==> src/design/mlfd_pkg.sv <==
// Shared types, codes and the glyph font table of the framebuffer draw block.
`timescale 1ns / 1ps

package mlfd_pkg;

  typedef enum logic [2:0] {
    ACT_SET   = 3'd0,
    ACT_CLR   = 3'd1,
    ACT_HRUN  = 3'd2,
    ACT_VRUN  = 3'd3,
    ACT_GLYPH = 3'd4,
    ACT_ERASE = 3'd5,
    ACT_READ  = 3'd6
  } action_e;

  typedef enum logic [2:0] {
    ST_BOOT,
    ST_IDLE,
    ST_STEP,
    ST_WR,
    ST_ERASE,
    ST_FIN
  } state_e;

  // Controller to datapath
  typedef struct packed {
    logic accept;
    logic clr_write;
    logic advance;
    logic do_wr;
    logic result_load;
  } ctrl_cmd_t;

  // Datapath to controller
  typedef struct packed {
    logic step_active;
    logic step_last;
    logic clr_last;
  } dp_stat_t;

  localparam int unsigned RomColumns = 6;
  localparam int unsigned RomFirst   = 32;

  // One row per printable code, first column in the top byte
  localparam logic [47:0] GLYPH_ROM [96] = '{
    48'h000000000000, 48'h00065F060000, 48'h070300070300, 48'h247E247E2400,
    48'h242B6A120000, 48'h631308646300, 48'h304C52225000, 48'h000703000000,
    48'h003E41000000, 48'h00413E000000, 48'h083E1C3E0800, 48'h08083E080800,
    48'h806060000000, 48'h080808080800, 48'h006060000000, 48'h201008040200,
    48'h3E5149453E00, 48'h00427F400000, 48'h625149494600, 48'h224949493600,
    48'h1814127F1000, 48'h2F4949493100, 48'h3C4A49493000, 48'h017109050300,
    48'h364949493600, 48'h064949291E00, 48'h006C6C000000, 48'h00EC6C000000,
    48'h081422410000, 48'h242424242400, 48'h004122140800, 48'h020159090600,
    48'h3E415D551E00, 48'h7E1111117E00, 48'h7F4949493600, 48'h3E4141412200,
    48'h7F4141413E00, 48'h7F4949494100, 48'h7F0909090100, 48'h3E4149497A00,
    48'h7F0808087F00, 48'h00417F410000, 48'h304040403F00, 48'h7F0814224100,
    48'h7F4040404000, 48'h7F0204027F00, 48'h7F0204087F00, 48'h3E4141413E00,
    48'h7F0909090600, 48'h3E4151215E00, 48'h7F0909196600, 48'h264949493200,
    48'h01017F010100, 48'h3F4040403F00, 48'h1F2040201F00, 48'h3F403C403F00,
    48'h631408146300, 48'h070870080700, 48'h714945430000, 48'h007F41410000,
    48'h020408102000, 48'h0041417F0000, 48'h040201020400, 48'h808080808000,
    48'h000205020000, 48'h205454547800, 48'h7F4444443800, 48'h384444442800,
    48'h384444447F00, 48'h385454540800, 48'h087E09090000, 48'h1824A4A4FC00,
    48'h7F0404780000, 48'h00007D400000, 48'h4080847D0000, 48'h7F1028440000,
    48'h00007F400000, 48'h7C0418047800, 48'h7C0404780000, 48'h384444443800,
    48'hFC4444443800, 48'h38444444FC00, 48'h447844040800, 48'h085454542000,
    48'h043E44240000, 48'h3C40207C0000, 48'h1C2040201C00, 48'h3C6030603C00,
    48'h6C10106C0000, 48'h9CA0603C0000, 48'h6454544C0000, 48'h083E41410000,
    48'h000077000000, 48'h0041413E0800, 48'h020102010000, 48'h102040380700
  };

  // Control codes below the printable range have blank glyphs
  function automatic logic [47:0] glyph_row(input logic [6:0] code);
    logic [6:0] idx;
    idx = code - 7'(RomFirst);
    if (code < 7'(RomFirst)) begin
      return 48'h0;
    end
    return GLYPH_ROM[idx];
  endfunction

endpackage

==> src/design/mlfd_ctrl.sv <==
// Command sequencer of the framebuffer draw block.
`timescale 1ns / 1ps

module mlfd_ctrl (
  input  logic                clk_i,
  input  logic                rst_ni,
  input  logic                s_axis_tvalid,
  output logic                s_axis_tready,
  input  logic [2:0]          action_i,
  output logic                m_axis_tvalid,
  input  logic                m_axis_tready,
  output mlfd_pkg::ctrl_cmd_t cmd_o,
  input  mlfd_pkg::dp_stat_t  stat_i
);

  mlfd_pkg::state_e state_q, state_d;
  logic             out_valid_q, out_valid_d;

  always_ff @(posedge clk_i or negedge rst_ni) begin
    if (!rst_ni) begin
      state_q     <= mlfd_pkg::ST_BOOT;
      out_valid_q <= 1'b0;
    end else begin
      state_q     <= state_d;
      out_valid_q <= out_valid_d;
    end
  end

  always_comb begin
    state_d       = state_q;
    cmd_o         = '0;
    s_axis_tready = 1'b0;
    case (state_q)
      mlfd_pkg::ST_BOOT: begin
        cmd_o.clr_write = 1'b1;
        if (stat_i.clr_last) begin
          state_d = mlfd_pkg::ST_IDLE;
        end
      end
      mlfd_pkg::ST_IDLE: begin
        s_axis_tready = 1'b1;
        if (s_axis_tvalid) begin
          cmd_o.accept = 1'b1;
          case (mlfd_pkg::action_e'(action_i))
            mlfd_pkg::ACT_SET, mlfd_pkg::ACT_CLR, mlfd_pkg::ACT_HRUN,
            mlfd_pkg::ACT_VRUN, mlfd_pkg::ACT_GLYPH, mlfd_pkg::ACT_READ: begin
              state_d = mlfd_pkg::ST_STEP;
            end
            mlfd_pkg::ACT_ERASE: begin
              state_d = mlfd_pkg::ST_ERASE;
            end
            default: begin
              state_d = mlfd_pkg::ST_FIN;
            end
          endcase
        end
      end
      mlfd_pkg::ST_STEP: begin
        if (stat_i.step_active) begin
          state_d = mlfd_pkg::ST_WR;
        end else begin
          cmd_o.advance = 1'b1;
          if (stat_i.step_last) begin
            state_d = mlfd_pkg::ST_FIN;
          end
        end
      end
      mlfd_pkg::ST_WR: begin
        cmd_o.do_wr   = 1'b1;
        cmd_o.advance = 1'b1;
        state_d = stat_i.step_last ? mlfd_pkg::ST_FIN : mlfd_pkg::ST_STEP;
      end
      mlfd_pkg::ST_ERASE: begin
        cmd_o.clr_write = 1'b1;
        if (stat_i.clr_last) begin
          state_d = mlfd_pkg::ST_FIN;
        end
      end
      mlfd_pkg::ST_FIN: begin
        if (!out_valid_q || m_axis_tready) begin
          cmd_o.result_load = 1'b1;
          state_d = mlfd_pkg::ST_IDLE;
        end
      end
      default: begin
        state_d = mlfd_pkg::ST_IDLE;
      end
    endcase
  end

  assign out_valid_d   = (out_valid_q && !m_axis_tready) || cmd_o.result_load;
  assign m_axis_tvalid = out_valid_q;

endmodule

==> config.mk <==
export PLATFORM = sky130hd
export DESIGN_NAME = mlfd_ctrl
export DESIGN_NICKNAME = d
export VERILOG_FILES = /design/src/design/mlfd_pkg.sv /design/src/design/mlfd_ctrl.sv
export SDC_FILE = /design/constraint.sdc
export NUM_CORES = 1
export LEC_CHECK = 0
export BUFFER_PORTS_ARGS = -buffer_cell sky130_fd_sc_hd__buf_4
export CAP_MARGIN = 20
export CORE_AREA = 2 2 39 41
export DETAILED_ROUTE_END_ITERATION = 8
export DIE_AREA = 0 0 41 43
export SYNTH_ARGS = -nofsm -noshare
export SYNTH_HDL_FRONTEND = slang
export SYNTH_SLANG_ARGS = --single-unit
==> constraint.sdc <==
create_clock -name clk_i -period 4.1 [get_ports clk_i]
set_clock_uncertainty 0.1 [all_clocks]
set_input_delay 0.41 -clock clk_i [delete_from_list [all_inputs] [get_ports clk_i]]
set_output_delay 0.41 -clock clk_i [all_outputs]
set_load 0.01 [all_outputs]
### Word level (Yosys, flattened, before mapping)

Index checks and enable logic that the tools add are counted.

* muxes and demuxes: 18
* equality and inequality tests: 16
* reduce and logical (&&, ||, !) cells: 10

Operators by type and width (number)
* $mux 3: 7
* $pmux 3 s6: 1
* $eq 3x3->1 const B: 5
* $eq 3x2->1 const B: 4
* $mux 1: 8
* $ne 2x2->1 const B: 4
* $eq 3x1->1 const B: 2
* $logic_not 3->1: 2
* $pmux 3 s2: 1
* $reduce_or 6->1: 1
* $reduce_and 5->1: 1
* $ne 3x3->1 const B: 1
* $logic_not 1->1: 2
* $logic_or 1x1->1: 2
* $pmux 1 s2: 1
* $reduce_or 2->1: 1
* $logic_and 1x1->1: 1

* bits in registers: 4
* logic and storage cells: 46
* input bits: 10
* output and inout port bits: 7

### Depth between registers and ports, before layout

* depth in word-level cells: 5
* gate-level depth with buffers: 5
* depth with buffers taken out: 4

### Worst setup path before layout

Ideal clock, no wire load.

* path type: reg2out
* from: reg state_q[1]
* to: out cmd_o[4] (netlist bit)
* arrival time: 1.110 ns
* stages on the path, launching flop included: 4
* path buffers: 1
* data required time: 3.590 ns
* setup slack: 2.480 ns
* path through: dfrtp_1 buf_6 nor3_1 and2_1

RTL lines
* start: declaration: line mlfd_ctrl.sv:16 `mlfd_pkg::state_e state_q, state_d;`
* start signal: assignment: line mlfd_ctrl.sv:21 `state_q <= mlfd_pkg::ST_BOOT;`
* start signal: assignment: line mlfd_ctrl.sv:24 `state_q <= state_d;`
* end: declaration: line mlfd_ctrl.sv:12 `output mlfd_pkg::ctrl_cmd_t cmd_o,`

==> impl_metrics.json <==
{
  "status": "finished clean",
  "rows": 14,
  "leakage_nw": 0.246,
  "fp.dieArea_sq_um": 1760,
  "layout_worst_path_cycle_share_pct": 45.6,
  "cts_buffer_depth": 2,
  "cap_viol_max_count": 0,
  "worst_slack_ns": 2.23,
  "grt_max_degree": 12,
  "die_y_microns": 43,
  "required_ns": 3.59,
  "crit_type": "register to output port",
  "dp.cells": 72,
  "final_cell_mix": "16 x buf_4, 5 x inv_1, 5 x nand2_1",
  "whs_ns": 0.308,
  "cts-root-buf": "clkbuf_4",
  "synth_nets": 52,
  "core_area_sq_um": 1380,
  "initial_core_util_pct": 23.2,
  "drc": 0,
  "final_common_cell": "buf_4",
  "dp_slack_ns": 2.46,
  "first_iter_violations": 5,
  "start_kind": "register",
  "cts_sinks": 4,
  "period_minus_slack_ns": 1.87,
  "cp_data_arrival_time_ns": 1.36,
  "hold_viol": 0,
  "portBuffers": 16,
  "worst_pin_slew_ns": 0.334,
  "max_freq_mhz": 535,
  "finalNonFillerCells": 76,
  "hold_class": "input port to register",
  "critical_path.max_fanout": 6,
  "grt_pass1_vias": 307,
  "ant_nets": 0,
  "synthTopCellsByArea": "dfrtp_1 31%, a21oi_1 6.2%, inv_1 5.8%, nand2_1 5.8%, and3b_1 5.4%",
  "routed_wl_microns": 772,
  "syn_area_per_cell_sq_um": 7.66,
  "vias": 369,
  "setup_violations": 0,
  "grt_overflow": 0,
  "vias_per_cell": 4.86,
  "yosysTopAreaCellShare_pct": 31.1,
  "ys_seq_area_share_pct": 31.1,
  "cts_tree": "yes",
  "clk_pin_slew_ns": 0.03,
  "htreeDepth": 1,
  "gp_congestion": 0.806,
  "drt-pass1-iter-count": 4,
  "design_area_sq_um": 475,
  "relSlewSlack_pct": 77.6,
  "finalNetCount": 72,
  "ys_seq_elements": 4,
  "antenna_cells": 0,
  "ys_warn_count": 0,
  "crit_path_end_kind": "output port",
  "die_width_microns": 41,
  "syn_area_sq_um": 322,
  "hpwl_microns": 615,
  "syn2layout_area_growth_pct": 47.9,
  "grt_use_total_pct": 10.0,
  "clock_latency_ns": 0.23,
  "yosysUniqueCellTypes": 21,
  "setup_tns_ns": 0,
  "synthCells": 42,
  "rsz0062_at_grt": "false",
  "antenna_found_initial": 0,
  "post_route_cells_drive_above_1_share_pct": 33.3,
  "synth_top_cell_by_area": "dfrtp_1",
  "io-pin-count": 17,
  "grt_pass1_wl_microns": 1230,
  "power-per-cell-area_nw_per_um2": 641,
  "wl_per_cell_microns": 10.2,
  "slew_violations": 0,
  "cts_buffers": 3,
  "place_area_sq_um": 443,
  "irDropWorstVdd_v": 0.000146
}
[repair_timing]
| action | 4_1_cts | 5_1_grt |
|---|---|---|
| resized for setup | 0 | 0 |
| hold buffers | 1 | 0 |
| buffers inserted | 0 | 0 |
| endpoints found under the hold margin | 4 | 0 |
[metal layers]
layer / global-route usage (%) / share of wire, %
met2: 15.3 / 52
met1: 13.1 / 43
met5: 0 / 0
met4: 6.00 / 0
met3: 0.524 / 5.3
[worst paths after layout]
path                                     from            end  slack, ns  cells after the start
worst max-delay path               state_q[0]       cmd_o[4]       2.23                      4
worst min-delay path            m_axis_tready  m_axis_tvalid       0.31                      2
min in group asynchronous              rst_ni  m_axis_tvalid       0.41                      2
max in group asynchronous              rst_ni     state_q[0]       3.39                      2
worst min register to register  m_axis_tvalid  m_axis_tvalid       0.48                      2
worst max register to register     state_q[2]     state_q[2]       2.56                      4
[cell type report]
class,count,area [sq um]
inverters,5,18.8
fillers,160,908
well taps,16,20.0
multi-input cells,31,184
repair buffers,17,130
clock buffers,3,22.5
flip-flops and latches,4,100
[through the flow]
step           util [%]  power [mW]
6_report           34.4       0.305
5_1_grt            34.4       0.335
4_1_cts            34.4       0.310
3_5_place_dp       32.0       0.259
3_3_place_gp       32.0       0.260
2_1_floorplan         -       0.198
[report_power, final]
part | internal (mW) | total, mW | switching, mW | leakage (nW)
combinational | 0.0901 | 0.172 | 0.0819 | 0.182
sequential | 0.0578 | 0.0866 | 0.0289 | 0.0499
clock | 0.0326 | 0.0462 | 0.0137 | 0.0138
[synth_stat cells]
cell	number
mux2_2	1
a2bb2oi_1	1
nand2b_1	1
and2_1	1
a22oi_1	1
a31oi_1	1
buf_4	1
buf_6	1
nor2_1	2
o21ai_1	1
o31ai_1	1
and3b_1	2
a32oi_1	1
o21ai_0	3
inv_1	5
nor3_1	3
a21oi_1	4
mux2i_1	1
nand2_1	5
dfrtp_1	4
nor2b_1	2
[state kept, by name, summed over array words and instances, names as in the netlist]
register / count
m_axis_tvalid: 1
state_q: 3
[critical path: stages (launching register included)]
cell and delay (ns):
dfrtp_1 0.40, inv_1 0.12, nor3_1 0.32, and2_1 0.18
buf_4 0.11
[cell families after synthesis]
logic type             synth area share [%]
AOI/OAI and AO/OA                      24.5
DFF                                    31.1
and+or+nand+nor                        26.1
muxes                                  6.61
buffers and inverters                  11.7
Note: power is estimated with default switching activity, not from simulation.
